`config.mk`:
```
export PLATFORM = sky130hd
export DESIGN_NAME = lru_page_replacement
export DESIGN_NICKNAME = d
export VERILOG_FILES = /design/src/rtl/lrupr_pkg.sv /design/src/rtl/lrupr_cell.sv /design/src/rtl/lru_page_replacement.sv
export SDC_FILE = /design/constraint.sdc
export NUM_CORES = 1
export LEC_CHECK = 0
export BUFFER_PORTS_ARGS = -buffer_cell sky130_fd_sc_hd__buf_2
export CORE_ASPECT_RATIO = 0.6
export CORE_UTILIZATION = 55
export DETAILED_ROUTE_END_ITERATION = 16
export PLACE_DENSITY = 0.81
export SKIP_CTS_REPAIR_TIMING = 1
export SYNTH_ARGS = -nofsm -noshare
export SYNTH_HDL_FRONTEND = slang
export SYNTH_SLANG_ARGS = --single-unit
```
`constraint.sdc`:
```
create_clock -name clk -period 7.7 [get_ports clk]
set_input_delay 1.54 -clock clk [delete_from_list [all_inputs] [get_ports clk]]
set_output_delay 1.54 -clock clk [all_outputs]
set_load 0.1 [all_outputs]
```
`src/rtl/lrupr_pkg.sv`:
```
`default_nettype none

package lrupr_pkg;

    localparam int MAX_FRAMES = 8;
    localparam int PAGE_W     = 10;
    localparam int FRAME_W    = 3;
    localparam int FILL_W     = 4;
    localparam int COUNT_W    = 16;

    localparam logic [FILL_W-1:0]  FILL_FULL = FILL_W'(MAX_FRAMES);
    localparam logic [COUNT_W-1:0] COUNT_MAX = '1;

    typedef struct packed {
        logic [PAGE_W-1:0] page;
        logic              last_request;
    } in_t;

    typedef struct packed {
        logic               hit;
        logic [FRAME_W-1:0] frame_index;
        logic               evicted_valid;
        logic [PAGE_W-1:0]  evicted_page;
        logic [COUNT_W-1:0] fault_count;
        logic               last;
    } out_t;

    // search token walking the cell chain
    typedef struct packed {
        logic               active;
        logic [PAGE_W-1:0]  page;
        logic [FRAME_W-1:0] oldest_rank;
        logic               hit;
        logic [FRAME_W-1:0] hit_idx;
        logic [FRAME_W-1:0] hit_rank;
        logic [FRAME_W-1:0] victim_idx;
        logic [PAGE_W-1:0]  victim_page;
    } tok_t;

    // update broadcast to every cell
    typedef struct packed {
        logic               clear;
        logic               en;
        logic [FRAME_W-1:0] target;
        logic [FILL_W-1:0]  old_rank;
        logic               write_page;
        logic [PAGE_W-1:0]  page;
    } upd_t;

endpackage

`default_nettype wire

```
`src/rtl/lrupr_cell.sv`:
```
`default_nettype none

module lrupr_cell
    import lrupr_pkg::*;
(
    input  wire logic               clk,
    input  wire logic               rst_n,
    input  wire logic [FRAME_W-1:0] idx,
    input  wire tok_t               tok_in,
    output tok_t                    tok_out,
    input  wire upd_t               upd
);

    logic [PAGE_W-1:0]  page_reg;
    logic               valid_reg;
    logic [FRAME_W-1:0] rank_reg;
    tok_t               tok_reg;
    tok_t               tok_next;

    // compare this frame against the passing token
    always_comb
    begin
        tok_next = tok_in;
        if (tok_in.active && valid_reg)
        begin
            if (!tok_in.hit && page_reg == tok_in.page)
            begin
                tok_next.hit      = 1'b1;
                tok_next.hit_idx  = idx;
                tok_next.hit_rank = rank_reg;
            end
            if (rank_reg == tok_in.oldest_rank)
            begin
                tok_next.victim_idx  = idx;
                tok_next.victim_page = page_reg;
            end
        end
    end

    always_ff @(posedge clk or negedge rst_n)
    begin
        if (!rst_n)
        begin
            tok_reg   <= '0;
            valid_reg <= 1'b0;
            rank_reg  <= '0;
        end
        else
        begin
            tok_reg <= tok_next;
            if (upd.clear)
            begin
                valid_reg <= 1'b0;
                rank_reg  <= '0;
            end
            else if (upd.en)
            begin
                if (upd.target == idx)
                begin
                    valid_reg <= 1'b1;
                    rank_reg  <= '0;
                end
                else if (valid_reg && ({1'b0, rank_reg} < upd.old_rank))
                begin
                    rank_reg <= rank_reg + 1'b1;
                end
            end
        end
    end

    // page store: no reset, undefined until first fill
    always_ff @(posedge clk)
    begin
        if (!upd.clear && upd.en && upd.write_page && upd.target == idx)
            page_reg <= upd.page;
    end

    assign tok_out = tok_reg;

endmodule

`default_nettype wire

```
`src/rtl/lru_page_replacement.sv`:
```
// LRU page replacement over a table of up to eight page frames.
//
// Input channel (in_valid / in_ready / in_data): one word per page reference,
// carrying the page number and a last_request marker. Output channel
// (out_valid / out_ready / out_data): one word per reference with hit/miss,
// the frame now holding the page, any evicted page, the saturating fault
// count and the echoed marker.
// Configuration: cfg_we with cfg_data writes frames_in_use (0 acts as 1,
// above eight acts as eight) and empties the frame table; the fault count
// survives. Write only while the block is idle.
// Each frame lives in one cell of an eight-cell chain. An accepted reference
// launches a search word that walks one cell per cycle, picking up the hit
// frame and the oldest frame; the result is then decided and one update is
// broadcast to all cells, and the result word is registered for output.
// A new reference is taken only once the previous result has committed, so
// one reference is searched at a time.
// in_ready is low until the result commits. If the receiver stalls, the output
// register holds its word and the next reference may still be accepted and
// searched; it waits for the output register before committing.
// Reset (rst_n, asynchronous, active low): table empty, frames_in_use = 8,
// fault count zero, both channels idle.
`default_nettype none

module lru_page_replacement
    import lrupr_pkg::*;
(
    input  wire logic              clk,
    input  wire logic              rst_n,
    input  wire logic              in_valid,
    output logic                   in_ready,
    input  wire in_t               in_data,
    output logic                   out_valid,
    input  wire logic              out_ready,
    output out_t                   out_data,
    input  wire logic              cfg_we,
    input  wire logic [FILL_W-1:0] cfg_data
);

    typedef enum logic [2:0] {
        ST_IDLE   = 3'b001,
        ST_SEARCH = 3'b010,
        ST_DECIDE = 3'b100
    } state_t;

    state_t             state_reg, state_next;
    logic [FILL_W-1:0]  fiu_reg;        // raw frames_in_use
    logic [FILL_W-1:0]  filled_reg, filled_next;
    logic [COUNT_W-1:0] fault_reg, fault_next;
    logic               last_reg;
    tok_t               fin_reg;
    logic               out_valid_reg, out_valid_next;
    out_t               out_reg, out_next;

    logic [FILL_W-1:0]  cap;
    logic               in_acc;
    logic               commit;
    tok_t               tok_link [0:MAX_FRAMES];
    upd_t               upd;

    // effective capacity after clamping
    always_comb
    begin
        if (fiu_reg == '0)
            cap = FILL_W'(1);
        else if (fiu_reg > FILL_FULL)
            cap = FILL_FULL;
        else
            cap = fiu_reg;
    end

    assign in_ready = (state_reg == ST_IDLE);
    assign in_acc   = in_valid && in_ready;
    // result may commit once the output register is free or being drained
    assign commit   = (state_reg == ST_DECIDE) && (!out_valid_reg || out_ready);

    // head of the chain: search word launched on acceptance
    always_comb
    begin
        tok_link[0]             = '0;
        tok_link[0].active      = in_acc;
        tok_link[0].page        = in_data.page;
        tok_link[0].oldest_rank = FRAME_W'(filled_reg - 1'b1);
    end

    for (genvar g = 0; g < MAX_FRAMES; g++)
    begin : g_cell
        lrupr_cell u_cell (
            .clk     (clk),
            .rst_n   (rst_n),
            .idx     (FRAME_W'(g)),
            .tok_in  (tok_link[g]),
            .tok_out (tok_link[g+1]),
            .upd     (upd)
        );
    end

    // decision and table update
    always_comb
    begin
        state_next     = state_reg;
        filled_next    = filled_reg;
        fault_next     = fault_reg;
        out_valid_next = out_valid_reg;
        out_next       = out_reg;
        upd            = '0;
        upd.page       = fin_reg.page;

        if (out_valid_reg && out_ready)
            out_valid_next = 1'b0;

        case (state_reg)
            ST_IDLE:
            begin
                if (in_acc)
                    state_next = ST_SEARCH;
            end
            ST_SEARCH:
            begin
                if (tok_link[MAX_FRAMES].active)
                    state_next = ST_DECIDE;
            end
            ST_DECIDE:
            begin
                if (commit)
                begin
                    upd.en                 = 1'b1;
                    out_next.hit           = fin_reg.hit;
                    out_next.evicted_valid = 1'b0;
                    out_next.evicted_page  = '0;
                    out_next.last          = last_reg;
                    if (fin_reg.hit)
                    begin
                        upd.target   = fin_reg.hit_idx;
                        upd.old_rank = {1'b0, fin_reg.hit_rank};
                    end
                    else
                    begin
                        upd.write_page = 1'b1;
                        if (fault_reg != COUNT_MAX)
                            fault_next = fault_reg + 1'b1;
                        if (filled_reg < cap)
                        begin
                            // fill next empty frame; every resident frame ages
                            upd.target   = FRAME_W'(filled_reg);
                            upd.old_rank = FILL_FULL;
                            filled_next  = filled_reg + 1'b1;
                        end
                        else
                        begin
                            upd.target             = fin_reg.victim_idx;
                            upd.old_rank           = {1'b0, fin_reg.oldest_rank};
                            out_next.evicted_valid = 1'b1;
                            out_next.evicted_page  = fin_reg.victim_page;
                        end
                    end
                    out_next.frame_index = upd.target;
                    out_next.fault_count = fault_next;
                    out_valid_next       = 1'b1;
                    state_next           = ST_IDLE;
                end
            end
            default:
            begin
                state_next = ST_IDLE;
            end
        endcase

        // a capacity write empties the table
        if (cfg_we)
        begin
            upd.clear   = 1'b1;
            filled_next = '0;
        end
    end

    always_ff @(posedge clk or negedge rst_n)
    begin
        if (!rst_n)
        begin
            state_reg     <= ST_IDLE;
            fiu_reg       <= FILL_FULL;
            filled_reg    <= '0;
            fault_reg     <= '0;
            out_valid_reg <= 1'b0;
        end
        else
        begin
            state_reg     <= state_next;
            filled_reg    <= filled_next;
            fault_reg     <= fault_next;
            out_valid_reg <= out_valid_next;
            if (cfg_we)
                fiu_reg <= cfg_data;
        end
    end

    always_ff @(posedge clk)
    begin
        out_reg <= out_next;
        if (in_acc)
            last_reg <= in_data.last_request;
        if (state_reg == ST_SEARCH && tok_link[MAX_FRAMES].active)
            fin_reg <= tok_link[MAX_FRAMES];
    end

    assign out_valid = out_valid_reg;
    assign out_data  = out_reg;

    // the search word leaves the chain only while a search runs
    assert property (@(posedge clk) disable iff (!rst_n)
        tok_link[MAX_FRAMES].active |-> state_reg == ST_SEARCH)
        else $error("search word left chain outside search");

    // fill count never exceeds the clamped capacity
    assert property (@(posedge clk) disable iff (!rst_n)
        filled_reg <= cap)
        else $error("fill count above capacity");

    // fault count never goes backwards
    assert property (@(posedge clk) disable iff (!rst_n)
        ##1 fault_reg >= $past(fault_reg))
        else $error("fault count decreased");

    // a hit neither evicts nor counts a fault
    assert property (@(posedge clk) disable iff (!rst_n)
        commit && fin_reg.hit |=> !out_reg.evicted_valid && fault_reg == $past(fault_reg))
        else $error("hit evicted or counted a fault");

    // a committed result always lands in the output register
    assert property (@(posedge clk) disable iff (!rst_n)
        commit |=> out_valid_reg && state_reg == ST_IDLE)
        else $error("committed result lost");

endmodule

`default_nettype wire

```
=== Word level (Yosys, flattened, before mapping) ===
Index checks and enable logic that the tools add are counted.

* Flip-flop bits (word level): 478
* Output and inout port bits: 34
* Word-level logic and storage cells: 351

* Add/sub/neg operators: 11
* $lt $le $gt $ge: 10
* Eq/ne operators: 31
* Mux-type cells: 103
* Reduce and logical (&&, ||, !) cells: 89

{| class="wikitable"
|+ Operator list
! cell !! number
|-
| 20-bit 2-to-1 mux || 8
|-
| 3-bit 2-to-1 mux || 35
|-
| 13-bit 2-to-1 mux || 7
|-
| 10-bit equality test || 8
|-
| 7-bit 2-to-1 mux || 10
|-
| 1-bit logical AND || 37
|-
| 2-bit AND reduction || 17
|-
| 3-bit by 4-bit less-than comparator with 1-bit output || 8
|-
| 16-bit 2-to-1 mux || 2
|-
| 1-bit 2-to-1 mux || 29
|-
| 4-bit 2-to-1 mux || 7
|-
| 3-bit by 1-bit adder with 3-bit output (second input constant) || 8
|-
| 3-bit equality test || 8
|-
| 2-bit nonzero test || 12
|-
| 3-bit nonzero test || 8
|-
| 9-bit 2-to-1 mux || 2
|-
| 16-bit by 1-bit adder with 16-bit output (second input constant) || 1
|-
| 16-bit != test (second input constant) || 1
|-
| 3-bit equality test (second input constant) || 5
|-
| 11-bit 2-to-1 mux || 1
|-
| 10-bit 2-to-1 mux || 1
|-
| 3-bit by 2-bit equality test with 1-bit output (second input constant) || 3
|-
| 1-bit logical NOT || 9
|-
| 3-bit case mux with 3 select lines || 1
|-
| other kinds (13) || 16
|}

=== Longest topological paths before layout ===
* Word-level depth: 14
* Mapped depth: 15
* Depth with buffers taken out: 15

=== Hierarchy ===
Synthesis repeated with hierarchy kept, for this count alone.

* Cells, all modules: 1253
* Area, all modules: 18975.7 µm²

{| class="wikitable"
|+ Modules (own cells, without submodules)
! module !! instances !! cells an instance !! area an instance (µm²) !! sequential area each (µm²)
|-
| lrupr_cell || 8 || 118 || 1860.5 || 1251.2
|-
| lru_page_replacement || 1 || 309 || 4091.4 || 2685.1
|}

=== Worst setup path before layout ===
OpenSTA, ideal clock, no wires.

* Path kind: input -> register
* Start: in out_ready
* End: reg g_cell[7].u_cell.rank_reg[2]
* Arrival time: 5.411 ns
* Data required time: 7.618 ns
* Setup slack: 2.206 ns
* Cell stages on the path: 14
* Cell sequence: nor2b_1 -> or2_1 -> buf_6 -> inv_2 -> buf_4 -> buf_2 -> buf_1 -> nand2_1 -> ha_1 -> o31a_1 -> a2111oi_2 -> a311oi_1 -> or4_1 -> a31oi_1

* Word-level cells in the longest chain between the ends: 8
* Elaborated cells on any way between the ends: 13
* Classes of those cells: order compare (1); eq/ne (1); mux (5); reduce/logical (6)

{| class="wikitable"
|+ Ends and longest elaborated chain
! item !! line !! RTL
|-
| start, declared || lru_page_replacement.sv:33 || <nowiki>input wire logic out_ready,</nowiki>
|-
| 1-bit logical OR (*) || lru_page_replacement.sv:74 || <nowiki>assign commit = (state_reg == ST_DECIDE) && (!out_valid_reg || out_ready);</nowiki>
|-
| 1-bit logical AND (*) || lru_page_replacement.sv:74 ||
|-
| 9-bit 2-to-1 mux (*) || lru_page_replacement.sv:124 || <nowiki>if (commit)</nowiki>
|-
| 9-bit 2-to-1 mux (*) || lru_page_replacement.sv:111 || <nowiki>case (state_reg)</nowiki>
|-
| 3-bit by 4-bit less-than comparator with 1-bit output / 3-bit equality test (equally long branches) || lrupr_cell.sv:63, lrupr_cell.sv:58 ||
|-
| 1-bit logical AND / 3-bit 2-to-1 mux (equally long branches) || lrupr_cell.sv:63, lrupr_cell.sv:58 ||
|-
| 3-bit nonzero test (no source line) / 3-bit 2-to-1 mux (equally long branches) || - ||
|-
| 2-bit AND reduction (no source line) / 3-bit 2-to-1 mux (equally long branches) || - ||
|-
| end signal, assigned || lrupr_cell.sv:65 || <nowiki>rank_reg <= rank_reg + 1'b1;</nowiki>
|-
| end, declared || lrupr_cell.sv:16 || <nowiki>logic [FRAME_W-1:0] rank_reg;</nowiki>
|}

Every way passes the cells marked *; elsewhere a longest branch is shown, timed or not. The select of a mux whose other input is x is not followed.
A chain may end at the register's enable or synchronous reset.

=== Worst setup path in the final report ===
* Start: reg fiu_reg[3]
* End: reg g_cell[1].u_cell.page_reg[4] (enable)

* Word-level cells in the longest chain between the ends: 10
* Elaborated cells on any way between the ends: 11
* Classes of those cells: order compare (2); eq/ne (1); mux (6); reduce/logical (2)

{| class="wikitable"
|+ Ends and longest elaborated chain
! item !! line !! RTL
|-
| start, declared || lru_page_replacement.sv:46 || <nowiki>logic [FILL_W-1:0] fiu_reg;</nowiki>
|-
| start signal, assigned || lru_page_replacement.sv:193 || <nowiki>fiu_reg <= cfg_data;</nowiki>
|-
| 4-bit greater-than comparator || lru_page_replacement.sv:65 || <nowiki>else if (fiu_reg > FILL_FULL)</nowiki>
|-
| 4-bit 2-to-1 mux || lru_page_replacement.sv:65 ||
|-
| 4-bit 2-to-1 mux (*) || lru_page_replacement.sv:63 || <nowiki>if (fiu_reg == '0)</nowiki>
|-
| 4-bit less-than comparator (*) || lru_page_replacement.sv:141 || <nowiki>if (filled_reg < cap)</nowiki>
|-
| 7-bit 2-to-1 mux (*) || lru_page_replacement.sv:141 ||
|-
| 7-bit 2-to-1 mux (*) || lru_page_replacement.sv:131 || <nowiki>if (fin_reg.hit)</nowiki>
|-
| 9-bit 2-to-1 mux (*) || lru_page_replacement.sv:124 ||
|-
| 9-bit 2-to-1 mux (*) || lru_page_replacement.sv:111 ||
|-
| 3-bit by 1-bit equality test with 1-bit output (*) || lrupr_cell.sv:74 || <nowiki>if (!upd.clear && upd.en && upd.write_page && upd.target == idx)</nowiki>
|-
| 1-bit logical AND (*) || lrupr_cell.sv:74 ||
|-
| end signal, assigned || lrupr_cell.sv:75 || <nowiki>page_reg <= upd.page;</nowiki>
|-
| end, declared || lrupr_cell.sv:14 || <nowiki>logic [PAGE_W-1:0] page_reg;</nowiki>
|}

Every way passes the cells marked *; elsewhere a longest branch is shown, timed or not.

==> impl_results.md <==
* Status: finished with violations
* Failing checks: design-rule violations
* R2r endpoint: g_cell[1].u_cell.page_reg[4]
* Total gr overflow at 0
* Sink Count at 464
* Max-slew violations at 0
* CTS buffer count at 39
* Cell row count at 50
* Endpoints failing setup at 0
* End of the worst hold path: g_cell[1].u_cell.tok_out[33]
* Worst Path Required at 7870 ps
* Pwr dens at 245 nW/um^2
* Post-Synth Adder-Cell Area at 2.12%
* Top-area cell type share of the netlist area at 44.7%
* Reg-to-reg startpoint: fiu_reg[3]
* Syn nets at 1241
* R2r setup slk at 3260 ps
* Diode count at 0
* Crit path launch type: flip-flop
* RSZ-0062 raised after global routing: false
* Initial DRT Pass Iterations at 11
* Async set-reset flop share out of synthesis at 68.5%
* Total number of vias at 9694
* Post-Synthesis Cell Area at 17700 um^2
* Unique cell type count in the Yosys netlist at 67
* Share of post-route cells with drive strength above 1 at 20.2%
* Post-DRT Antenna Nets at 0
* Compound-cell area share of the yosys netlist at 4.12%
* Max Freq at 0.225 GHz
* Syn Inst Count at 1191
* DIE HEIGHT at 141 um
* Setup crit end kind: flip-flop
* All-Layer GR Usage at 22.6%
* Starting DRT DRC Count at 1039
* Synth top area cells: dfrtp_1, edfxtp_1, mux2_2
* Crit path DAT at 4610 ps
* First-pass GRT wire length at 56300 um
* Worst VDD drop at 0.182 mV
* NumNets Final at 1321
* Post-DR vias/cell at 5.65
* Largest register FFs at 258
* Crit Path Category: reg2reg
* Layout fillers at 2202
* Cell type with the highest aggregate area in the netlist: dfrtp_1
* Avg Synthesized Cell Area at 14.9 um^2
* Synth Flop Type: dfrtp_1
* Post-synthesis xor/xnor area fraction at 6.63%
* P&R area growth vs syn at 11.5%
* Die W at 234 um
* Post-synth top cells: dfrtp_1, edfxtp_1, xor2_1
* Mux cell area share after synthesis at 7.04%
* Number of synthesis warnings at 0
* Average wire per standard cell at 20.8 um
* #FFs+latches synth at 464
* Remaining DRCs at 8
* Root buf cell: clkbuf_16
* Worst-case reg-to-reg path depth at 11
* Hold Path Class: reg2reg
* Largest net degree at the start of global routing at 205
* Final Hold Vio Count at 0
* Tightest Pin Transition at 1260 ps
* Reg clk slew, reported paths at 60 ps
* GP Congestion at 0.943
* Final min period at 4440 ps
* Final wirelength at 35800 um
* Top-level I/O count at 54
* H-tree depth at 2
* Clock Latency Late Sink at 550 ps
* Final core occ at 62.8%
* Clock Skew at 10.8 ps
* WHS Path Cells at 0
* Max cap viols at 0
* Port buffer count at 53
* Starting Density at 56.3%
* Sequential-to-total area share from yosys stat at 69.8%
* Hold_sp: g_cell[0].u_cell.tok_out[33]
* DP HPWL at 24900 um
* Largest family of logic cells by synthesized area: simple AND/OR/NAND/NOR gates
* Core Box Area at 31400 um^2
* EDFF count, synth at 146
* Leakage power at 8.48 nW
* Clock buffer depth at 3
* Top-count cell post-synth: dfrtp_1
* Synth Area in Simple Gates at 9.21%
* Die ar. at 32900 um^2
* Vias in the first global route at 9810
* Worst relative slew slack at 15.6%
* CTS tree: done
* Initial antenna violation count at 0
* Crit-path max FO at 16
* Setup_tns at 0 ps
* Fin crit share at 57.7%
cell usage in the layout (no fill, tap or decap), types with 7 or more instances in the layout:
cell,count
xor2_1,107
nand3_1,24
nor4_2,9
buf_4,9
xnor2_1,27
inv_1,15
nor3_1,29
a21oi_1,26
nand2b_1,12
nand2_1,70
mux2_2,100
or2_2,18
mux2i_1,12
buf_2,52
and2_1,26
ha_1,30
clkbuf_1,12
dfrtp_1,316
a31oi_1,7
clkinv_1,7
nor2b_1,25
o21ai_0,17
nor4_1,21
clkbuf_16,40
nand4_1,10
nor2_1,43
edfxtp_1,146
layer usage:
layer	up-vias	track usage [%]	part of all wire, %
met5	-	0	0
met4	0	5.33	1.8
met3	84	6.55	8.3
met2	358	30.6	41
met1	4888	35.9	49
li1	4364	-	-
layout make-up:
cell class / instances / area [um^2] / share of cell area [%]
Multi-Input combinational cell: 682 / 5200 / 26.4
Clock buffer: 56 / 1100 / 5.58
Sequential cell: 464 / 12300 / 62.6
Timing Repair Buffer: 63 / 363 / 1.84
Tap cell: 416 / 520 / 2.64
Inverter: 21 / 78.8 / 0.400
Clock inverter: 15 / 118 / 0.596
worst max-delay path, cell delays in order, from the launching register on:
cell	delay, ps
dfstp_2	550
inv_1	80
nand2_1	80
ha_1	220
o211ai_1	320
a21oi_4	150
o21ai_4	190
inv_2	170
a221oi_4	530
inv_2	220
nor4_2	740
nor2b_1	790
how the worst max path moves through the flow:
stage | from | endpoint | slack [ps] | cells after the start
6_report | fiu_reg[3] | g_cell[1].u_cell.page_reg[4] | 3260 | 11
5_1_grt | fiu_reg[3] | g_cell[1].u_cell.page_reg[0] | 2990 | 11
4_1_cts | fiu_reg[3] | g_cell[1].u_cell.page_reg[4] | 3310 | 11
3_5_place_dp | out_ready | g_cell[7].u_cell.rank_reg[2] | 3140 | 12
3_3_place_gp | out_ready | g_cell[7].u_cell.rank_reg[2] | 3200 | 12
2_1_floorplan | out_ready | g_cell[7].u_cell.rank_reg[2] | 2210 | 14
power by group:
part,internal [mW],total (mW),switching [mW]
clock,1.04,1.90,0.866
combinational,0.0568,0.250,0.193
sequential,2.62,2.69,0.0686
through the flow:
stage,setup slack [ps],hold WS (ps),power [mW],cell area [um^2],instances
after floorplan,2210,354,2.87,17700,1191
after global placement,3200,365,2.97,18500,1646
after detailed placement,3140,371,2.98,18500,1646
after CTS,3310,384,4.86,19700,1717
after global routing,2990,391,5.00,19700,1717
final,3260,386,4.84,19700,1717
logic make-up (layout without fill, tap and decap cells):
group | after synthesis | in the layout
AO/OA/AOI/OAI | 100 | 100
buffers and inverters | 45 | 155
AND/OR/NAND/NOR | 306 | 306
multiplexers | 112 | 112
adder cells (fa/ha/maj) | 30 | 30
flip-flops | 464 | 464
XOR/XNOR | 134 | 134
No activity file was read; power rests on OpenSTA's default activity.
